$ cat src/fru_pkg.sv
// Shared types, character constants and decode functions for the FRU field decoder.
package fru_pkg;

  // Field kinds carried in bits 7:6 of a header byte.
  localparam logic [1:0] KIND_BINARY = 2'd0;
  localparam logic [1:0] KIND_BCD    = 2'd1;
  localparam logic [1:0] KIND_ASCII6 = 2'd2;
  localparam logic [1:0] KIND_ASCII8 = 2'd3;

  localparam logic [5:0] LEN_MASK = 6'h3F;

  localparam logic [7:0] CH_ZERO   = 8'h30;
  localparam logic [7:0] CH_UPPERA = 8'h41;
  localparam logic [7:0] CH_SPACE  = 8'h20;
  localparam logic [7:0] CH_DASH   = 8'h2D;
  localparam logic [7:0] CH_DOT    = 8'h2E;
  localparam logic [7:0] CH_QUEST  = 8'h3F;

  localparam logic [3:0] NIB_NINE  = 4'h9;
  localparam logic [3:0] NIB_SPACE = 4'hA;
  localparam logic [3:0] NIB_DASH  = 4'hB;
  localparam logic [3:0] NIB_DOT   = 4'hC;

  // One result word.
  typedef struct packed {
    logic [7:0] ch;
    logic       valid;
    logic [1:0] kind;
    logic       last;
  } res_t;

  // Results produced by the decoder for one input byte.
  typedef struct packed {
    logic [1:0] count;
    res_t       r0;
    res_t       r1;
  } dec_out_t;

  function automatic logic [7:0] six_bit_char(input logic [5:0] v);
    return {2'b00, v} + CH_SPACE;
  endfunction

  function automatic logic [7:0] bcd_plus_char(input logic [3:0] nib);
    logic [7:0] c;
    priority if (nib <= NIB_NINE) c = CH_ZERO + {4'h0, nib};
    else if (nib == NIB_SPACE)    c = CH_SPACE;
    else if (nib == NIB_DASH)     c = CH_DASH;
    else if (nib == NIB_DOT)      c = CH_DOT;
    else                          c = CH_QUEST;
    return c;
  endfunction

  function automatic logic [7:0] hex_char(input logic [3:0] nib);
    logic [7:0] c;
    if (nib <= NIB_NINE) c = CH_ZERO + {4'h0, nib};
    else                 c = CH_UPPERA + {4'h0, nib} - {4'h0, NIB_SPACE};
    return c;
  endfunction

endpackage

$ cat src/fru_decode.sv
// Field state registers and single-pass decode of one byte into up to two characters.
module fru_decode import fru_pkg::*; (
  input  logic       clk,
  input  logic       rst_n,
  input  logic [7:0] byte_in,
  input  logic       consume,
  output dec_out_t   dec
);

  logic       in_field_r, in_field_nxt;
  logic [1:0] kind_r, kind_nxt;
  logic [5:0] remaining_r, remaining_nxt;
  logic [1:0] phase_r, phase_nxt;
  logic [3:0] carry_r, carry_nxt;

  logic [5:0] rem_dec;
  logic       last;

  assign rem_dec = remaining_r - 6'd1;
  assign last    = (rem_dec == 6'd0);

  always_comb begin
    dec           = '0;
    in_field_nxt  = in_field_r;
    kind_nxt      = kind_r;
    remaining_nxt = remaining_r;
    phase_nxt     = phase_r;
    carry_nxt     = carry_r;
    if (!in_field_r) begin
      // Header byte: open a field, or report an empty one at once.
      kind_nxt      = byte_in[7:6];
      remaining_nxt = byte_in[5:0] & LEN_MASK;
      phase_nxt     = 2'd0;
      carry_nxt     = 4'd0;
      in_field_nxt  = (remaining_nxt != 6'd0);
      if (remaining_nxt == 6'd0) begin
        dec.count = 2'd1;
        dec.r0    = '{ch: 8'h00, valid: 1'b0, kind: kind_nxt, last: 1'b1};
      end
    end else begin
      remaining_nxt = rem_dec;
      unique case (kind_r)
        KIND_ASCII8: begin
          dec.count = 2'd1;
          dec.r0    = '{ch: byte_in, valid: 1'b1, kind: kind_r, last: last};
        end
        KIND_BCD: begin
          dec.count = 2'd2;
          dec.r0 = '{ch: bcd_plus_char(byte_in[7:4]), valid: 1'b1, kind: kind_r, last: 1'b0};
          dec.r1 = '{ch: bcd_plus_char(byte_in[3:0]), valid: 1'b1, kind: kind_r, last: last};
        end
        KIND_BINARY: begin
          dec.count = 2'd2;
          dec.r0 = '{ch: hex_char(byte_in[7:4]), valid: 1'b1, kind: kind_r, last: 1'b0};
          dec.r1 = '{ch: hex_char(byte_in[3:0]), valid: 1'b1, kind: kind_r, last: last};
        end
        KIND_ASCII6: begin
          unique case (phase_r)
            2'd0: begin
              carry_nxt = {2'b00, byte_in[7:6]};
              phase_nxt = 2'd1;
              dec.r0 = '{ch: six_bit_char(byte_in[5:0]), valid: 1'b1, kind: kind_r,
                         last: 1'b0};
            end
            2'd1: begin
              carry_nxt = byte_in[7:4];
              phase_nxt = 2'd2;
              dec.r0 = '{ch: six_bit_char({byte_in[3:0], carry_r[1:0]}), valid: 1'b1,
                         kind: kind_r, last: 1'b0};
            end
            default: begin
              carry_nxt = 4'd0;
              phase_nxt = 2'd0;
              dec.r0 = '{ch: six_bit_char({byte_in[1:0], carry_r}), valid: 1'b1,
                         kind: kind_r, last: 1'b0};
            end
          endcase
          if (phase_r == 2'd2) begin
            // Third byte of a group completes two characters.
            dec.count = 2'd2;
            dec.r1 = '{ch: six_bit_char(byte_in[7:2]), valid: 1'b1, kind: kind_r,
                       last: last};
          end else if (last) begin
            // Partial group at field end: flush the leftover bits zero-padded.
            dec.count = 2'd2;
            dec.r1 = '{ch: six_bit_char({2'b00, carry_nxt}), valid: 1'b1, kind: kind_r,
                       last: 1'b1};
          end else begin
            dec.count = 2'd1;
          end
        end
        default: begin
          dec.count = 2'd0;
        end
      endcase
      if (last) begin
        in_field_nxt = 1'b0;
        phase_nxt    = 2'd0;
        carry_nxt    = 4'd0;
      end
    end
  end

  always_ff @(posedge clk) begin
    if (!rst_n) begin
      in_field_r  <= 1'b0;
      kind_r      <= 2'd0;
      remaining_r <= 6'd0;
      phase_r     <= 2'd0;
      carry_r     <= 4'd0;
    end else if (consume) begin
      in_field_r  <= in_field_nxt;
      kind_r      <= kind_nxt;
      remaining_r <= remaining_nxt;
      phase_r     <= phase_nxt;
      carry_r     <= carry_nxt;
    end
  end

  a_open_field_has_bytes: assert property (@(posedge clk) disable iff (!rst_n)
    in_field_r |-> (remaining_r != 6'd0))
    else $error("open field with no bytes remaining");

  a_phase_in_range: assert property (@(posedge clk) disable iff (!rst_n)
    phase_r != 2'd3)
    else $error("six-bit group phase out of range");

  a_idle_state_clean: assert property (@(posedge clk) disable iff (!rst_n)
    !in_field_r |-> (phase_r == 2'd0 && carry_r == 4'd0))
    else $error("group state left over outside a field");

  a_ascii6_only_phase: assert property (@(posedge clk) disable iff (!rst_n)
    (phase_r != 2'd0) |-> (in_field_r && kind_r == KIND_ASCII6))
    else $error("group phase advanced outside a six-bit ASCII field");

endmodule

$ cat src/fru_out_buf.sv
// Two-entry result buffer that sends decoded characters one word per cycle while out_tready is high.
module fru_out_buf import fru_pkg::*; (
  input  logic     clk,
  input  logic     rst_n,
  input  logic     load,
  input  dec_out_t dec,
  output logic     can_load,
  output logic     out_tvalid,
  input  logic     out_tready,
  output res_t     head
);

  res_t       res0_r, res0_nxt;
  res_t       res1_r, res1_nxt;
  logic [1:0] cnt_r, cnt_nxt;
  logic       fire;

  assign out_tvalid = (cnt_r != 2'd0);
  assign fire       = out_tvalid && out_tready;
  assign head       = res0_r;
  // New results fit when the buffer is empty or drains its last word now.
  assign can_load   = (cnt_r == 2'd0) || (cnt_r == 2'd1 && out_tready);

  always_comb begin
    res0_nxt = res0_r;
    res1_nxt = res1_r;
    cnt_nxt  = cnt_r;
    if (load) begin
      res0_nxt = dec.r0;
      res1_nxt = dec.r1;
      cnt_nxt  = dec.count;
    end else if (fire) begin
      res0_nxt = res1_r;
      cnt_nxt  = cnt_r - 2'd1;
    end
  end

  always_ff @(posedge clk) begin
    if (!rst_n) begin
      cnt_r <= 2'd0;
    end else begin
      cnt_r <= cnt_nxt;
    end
  end

  always_ff @(posedge clk) begin
    res0_r <= res0_nxt;
    res1_r <= res1_nxt;
  end

endmodule

$ cat src/fru_field_decoder_core.sv
// Top level of the FRU type/length field decoder: input register, decoder, result buffer.
// Data path: an accepted byte is held in the input register and decoded from it; its
// results are registered into the result buffer, which offers them on the output.
// Throughput: one byte per cycle for headers and one-character bytes while out_tready is
// high; a two-character byte holds off the next until its first character is sent.
// Reset (rst_n low, synchronous) empties both registers and returns to expecting a header.
module fru_field_decoder_core import fru_pkg::*; (
  input  logic       clk,
  input  logic       rst_n,
  // Input stream: one FRU area byte per word.
  input  logic       in_tvalid,
  output logic       in_tready,
  input  logic [7:0] in_tdata,   // [7:0] in_byte
  // Result stream: one decoded character per word.
  output logic       out_tvalid,
  input  logic       out_tready,
  output logic [7:0] out_tdata,  // [7:0] out_char
  output logic [2:0] out_tuser,  // [0] char_valid, [2:1] field_kind
  output logic       out_tlast   // field_end
);

  // The input register holds one byte until the decoder can hand its results on.
  logic       s1_valid_r;
  logic [7:0] s1_byte_r;
  logic       s1_consume;
  logic       can_load;

  dec_out_t   dec;
  res_t       head;

  assign s1_consume = s1_valid_r && can_load;
  assign in_tready  = !s1_valid_r || s1_consume;

  always_ff @(posedge clk) begin
    if (!rst_n) begin
      s1_valid_r <= 1'b0;
    end else if (in_tvalid && in_tready) begin
      s1_valid_r <= 1'b1;
    end else if (s1_consume) begin
      s1_valid_r <= 1'b0;
    end
  end

  always_ff @(posedge clk) begin
    if (in_tvalid && in_tready) begin
      s1_byte_r <= in_tdata;
    end
  end

  // Decoder state advances exactly when a byte's results enter the output buffer.
  fru_decode u_decode (
    .clk     (clk),
    .rst_n   (rst_n),
    .byte_in (s1_byte_r),
    .consume (s1_consume),
    .dec     (dec)
  );

  fru_out_buf u_out_buf (
    .clk        (clk),
    .rst_n      (rst_n),
    .load       (s1_consume),
    .dec        (dec),
    .can_load   (can_load),
    .out_tvalid (out_tvalid),
    .out_tready (out_tready),
    .head       (head)
  );

  assign out_tdata = head.ch;
  assign out_tuser = {head.kind, head.valid};
  assign out_tlast = head.last;

endmodule
$ cat config.mk
export PLATFORM = sky130hd
export DESIGN_NAME = fru_field_decoder_core
export DESIGN_NICKNAME = d
export VERILOG_FILES = /design/src/fru_pkg.sv /design/src/fru_decode.sv /design/src/fru_out_buf.sv /design/src/fru_field_decoder_core.sv
export SDC_FILE = /design/constraint.sdc
export NUM_CORES = 1
export LEC_CHECK = 0
export BUFFER_PORTS_ARGS = -buffer_cell sky130_fd_sc_hd__buf_2
export CORE_ASPECT_RATIO = 1.75
export CORE_MARGIN = 4
export CORE_UTILIZATION = 25
export CTS_CLUSTER_SIZE = 10
export DETAILED_ROUTE_END_ITERATION = 6
export PLACE_DENSITY = 0.42
export SYNTH_ARGS = -nofsm -noshare
export SYNTH_HDL_FRONTEND = slang
export SYNTH_SLANG_ARGS = --single-unit
$ cat constraint.sdc
create_clock -name clk -period 4.89 [get_ports clk]
set_input_delay 0.489 -clock clk [delete_from_list [all_inputs] [get_ports clk]]
set_output_delay 0.489 -clock clk [all_outputs]
set_load 0.02 [all_outputs]
==> out/metrics.yaml <==
ys_ff_latch: 49
setup.worst_path.class: "flop to flop"
synth-warning-count: 0
dominant_combinational_cell_family_by_area_after_synthesis: "compound AO/OA/AOI/OAI gates"
synth-edff-count: 31
fin_crit_share: 0.570
via_total_after_detailed_routing: 2396
post_synth_inst_count: 309
finalMaxSlewViolations: 0
wire_per_inst_um: 19.2
utilization: 0.282
synth_cell_types: 53
effective_utilization_at_floorplan: 0.254
tritoncts: "done"
nets: 348
grt_setup_unrepaired: "no"
top_level_ports: 26
cts.path.max_buffers: 2
min_period_ns: 2.79
worstPathRequired_ns: 4.93
crit_chain: "inv_1 > ha_1 > a21oi_1 > or2b_2 > inv_1 > and2_1 > a32o_1"
drive_above_1_share: 0.133
ys_top_cells_by_count: "o21ai_0, edfxtp_1, nand2_1"
clock_sinks: 49
pwr_density_cell_nw_per_um2: 405
drc: 0
nature_of_the_critical_path_endpoint: "flop"
critPathArrivalTime_ns: 2.83
detailedRoute.firstIterationViolations: 170
reg2reg_slack_ns: 2.10
asyncSetResetFlopFracSynth: 0
timing.critical_path.from_type: "flop"
setup_viol_count_final: 0
synth-xor-area-share: 0.00300
worst_flop_to_flop_path_startpoint: "u_out_buf.cnt_r[0]$_SDFFE_PN0P_"
dominantRegCellSynth: "edfxtp_1"
synth-simple-area-share: 0.163
place.port_buffers: 25
mean_post_synth_cell_area_sq_um: 9.45
total_overflow_reported_by_the_global_router: 0
fp.dieW_um: 89.7
yosys.area_share.adder: 0.0557
holdCritStartpoint: "in_tdata[2]"
fp.dieArea_sq_um: 13500
area_leader_netlist: "edfxtp_1"
core_area_sq_um: 11500
post_cts_buffers: 0
grtUsageTotal: 0.131
cts_made_buffers: 5
cts_root_buffer: "clkbuf_16"
final.setup.tns_ns: 0
drt-vias-per-instance: 5.22
run_status: "complete, no violations"
synth_compound_area_frac: 0.230
reg_clk_slew_reported_paths_ns: 0.07
totalWireLength_um: 8830
crit_path_top_delay_cell: "inv_1"
fillers: 1213
synthesis.nets: 334
synth.top_cells.by_area: "edfxtp_1, dfxtp_1, o21ai_0"
fraction_of_post_synthesis_cell_area_in_the_top_cell_type_by_area: 0.319
hold-path-cell-count: 1
placementRows: 52
areaGrowthSynthToFinish_pct: 11.3
max-cap-violations: 0
worst_clock_skew_ns: 0.00708
antenna_cells: 0
hold_buffers: 0
crit_path_max_fanout: 29
timing_hold_violations_final: 0
worst_hold_path.endpoint: "s1_byte_r[2]$_DFFE_PP_"
synth.yosys.seq_area_share: 0.442
first_global_vias: 2443
clock_latency_ns: 0.30
netlist_area_sq_um: 2920
regToRegEndpoint: "u_out_buf.head[8]$_DFFE_PP_"
grt_pass1_wl_um: 13500
final.hold.worst_slack_ns: 0.362
ctsHtreeMaxLevel: 2
timing.critical_path.mode_cell: "inv_1"
critical-path-max-stage-delay_ns: 0.53
cts_resized: 0
antenna_found_initial: 0
post-synth-top-count-cell: "o21ai_0"
firstDrtPassIters: 4
fmax_ghz: 0.359
dieHeight_um: 151
tightestPinTransition_ns: 0.832
gp_congestion: 0.860
depth_of_the_worst_register_to_register_path: 7
postRouteAntennaNets: 0
maximum_number_of_pins_on_one_net_before_global_route_repair: 30
power.ir.vdd_worst_v: 0.000122
holdCritPathClass: "input port to flop"
max_slew_margin: 0.445
detailedPlacementHpwl_um: 6660
synth_mux_area_frac: 0.0420
leakage_nw: 1.18
==> worst max-delay path by stage <==
stage                                         start                               end  slack [ns]  cells after the start
floorplan           u_out_buf.cnt_r[0]$_SDFFE_PN0P_       u_out_buf.head[5]$_DFFE_PP_        2.71                      8
global placement    u_out_buf.cnt_r[0]$_SDFFE_PN0P_       u_out_buf.head[9]$_DFFE_PP_        2.12                      7
detailed placement  u_out_buf.cnt_r[0]$_SDFFE_PN0P_      u_out_buf.head[10]$_DFFE_PP_        2.06                      8
CTS                 u_out_buf.cnt_r[0]$_SDFFE_PN0P_      u_out_buf.head[10]$_DFFE_PP_        2.06                      8
global route        u_out_buf.cnt_r[0]$_SDFFE_PN0P_  u_decode.phase_r[0]$_SDFFE_PN0P_        1.86                      7
finish              u_out_buf.cnt_r[0]$_SDFFE_PN0P_       u_out_buf.head[8]$_DFFE_PP_        2.10                      7
==> cell type report <==
class | count | area (sq um) | share of cell area
multi-input cells | 222 | 1440 | 0.444
flip-flops and latches | 49 | 1290 | 0.397
well taps | 135 | 169 | 0.0520
repair buffers | 27 | 140 | 0.0431
clock buffers | 6 | 129 | 0.0396
inverters | 18 | 67.6 | 0.0208
clock inverters | 2 | 10.0 | 0.00308
==> placed cells by master (no fill, tap or decap), types with 3 or more instances in the layout <==
master	synthesis	layout
buf_2	0	25
o22ai_1	4	4
nand2_1	26	26
nor4_1	3	3
and2_1	3	3
clkbuf_16	0	5
nand3_1	10	10
edfxtp_1	31	31
a22o_1	3	3
o21a_1	3	3
a31oi_1	5	5
nor2b_1	5	5
a22oi_1	4	4
mux2i_1	10	10
a21oi_1	16	16
nor2_1	25	25
inv_1	17	17
a211oi_1	4	4
a21o_1	3	3
nor3_1	3	3
o21ai_0	33	33
dfxtp_1	18	18
nand2b_1	4	4
ha_1	13	13
a32o_1	5	5
o2bb2ai_1	3	3
==> logic make-up after synthesis <==
kind of cell | count (synthesis)
xor+xnor | 1
simple gates | 94
fa+ha+maj | 13
compound gates | 102
buf+inv | 38
flops | 49
mux | 12
==> metal layers <==
metal | global-route usage | wire (um) | vias to the layer above
met5 | 0 | 0 | -
met4 | 0.0744 | 325 | 0
met3 | 0.0174 | 266 | 13
met2 | 0.266 | 5040 | 64
met1 | 0.125 | 3200 | 1148
li1 | - | - | 1171
==> where the power goes <==
group          internal [W]  leakage, nW  switching (W)  total [W]
clock network      0.000188       0.0706       0.000153   0.000341
logic              0.000135        0.660       0.000254   0.000390
registers          0.000527        0.446      0.0000569   0.000584
total              0.000851         1.18       0.000464    0.00132
==> registers in the layout, indices dropped and copies added (netlist names) <==
signal,flops
s1_byte_r,8
s1_valid_r,1
u_decode.carry_r,4
u_decode.in_field_r,1
u_decode.kind_r,2
u_decode.phase_r,2
u_decode.remaining_r,6
u_out_buf.cnt_r,2
u_out_buf.head,12
u_out_buf.res1_r,11
==> metrics by stage <==
stage	cells	cell area (sq um)	total power, W	worst slack [ns]
2_1_floorplan	309	2920	0.000861	2.71
3_3_place_gp	451	3110	0.000992	2.12
3_5_place_dp	451	3110	0.000990	2.06
4_1_cts	459	3250	0.00133	2.06
5_1_grt	459	3250	0.00139	1.86
6_report	459	3250	0.00132	2.10
==> critical path, delay by kind of cell, from the launching register on <==
kind                     cells  cell delay [ns]
adder cells (fa/ha/maj)      1             0.23
AO/OA/AOI/OAI                2             0.45
flip-flops                   1             0.36
AND/OR/NAND/NOR              2             0.89
buffers and inverters        2             0.60
No activity file was read; power rests on OpenSTA's default activity.
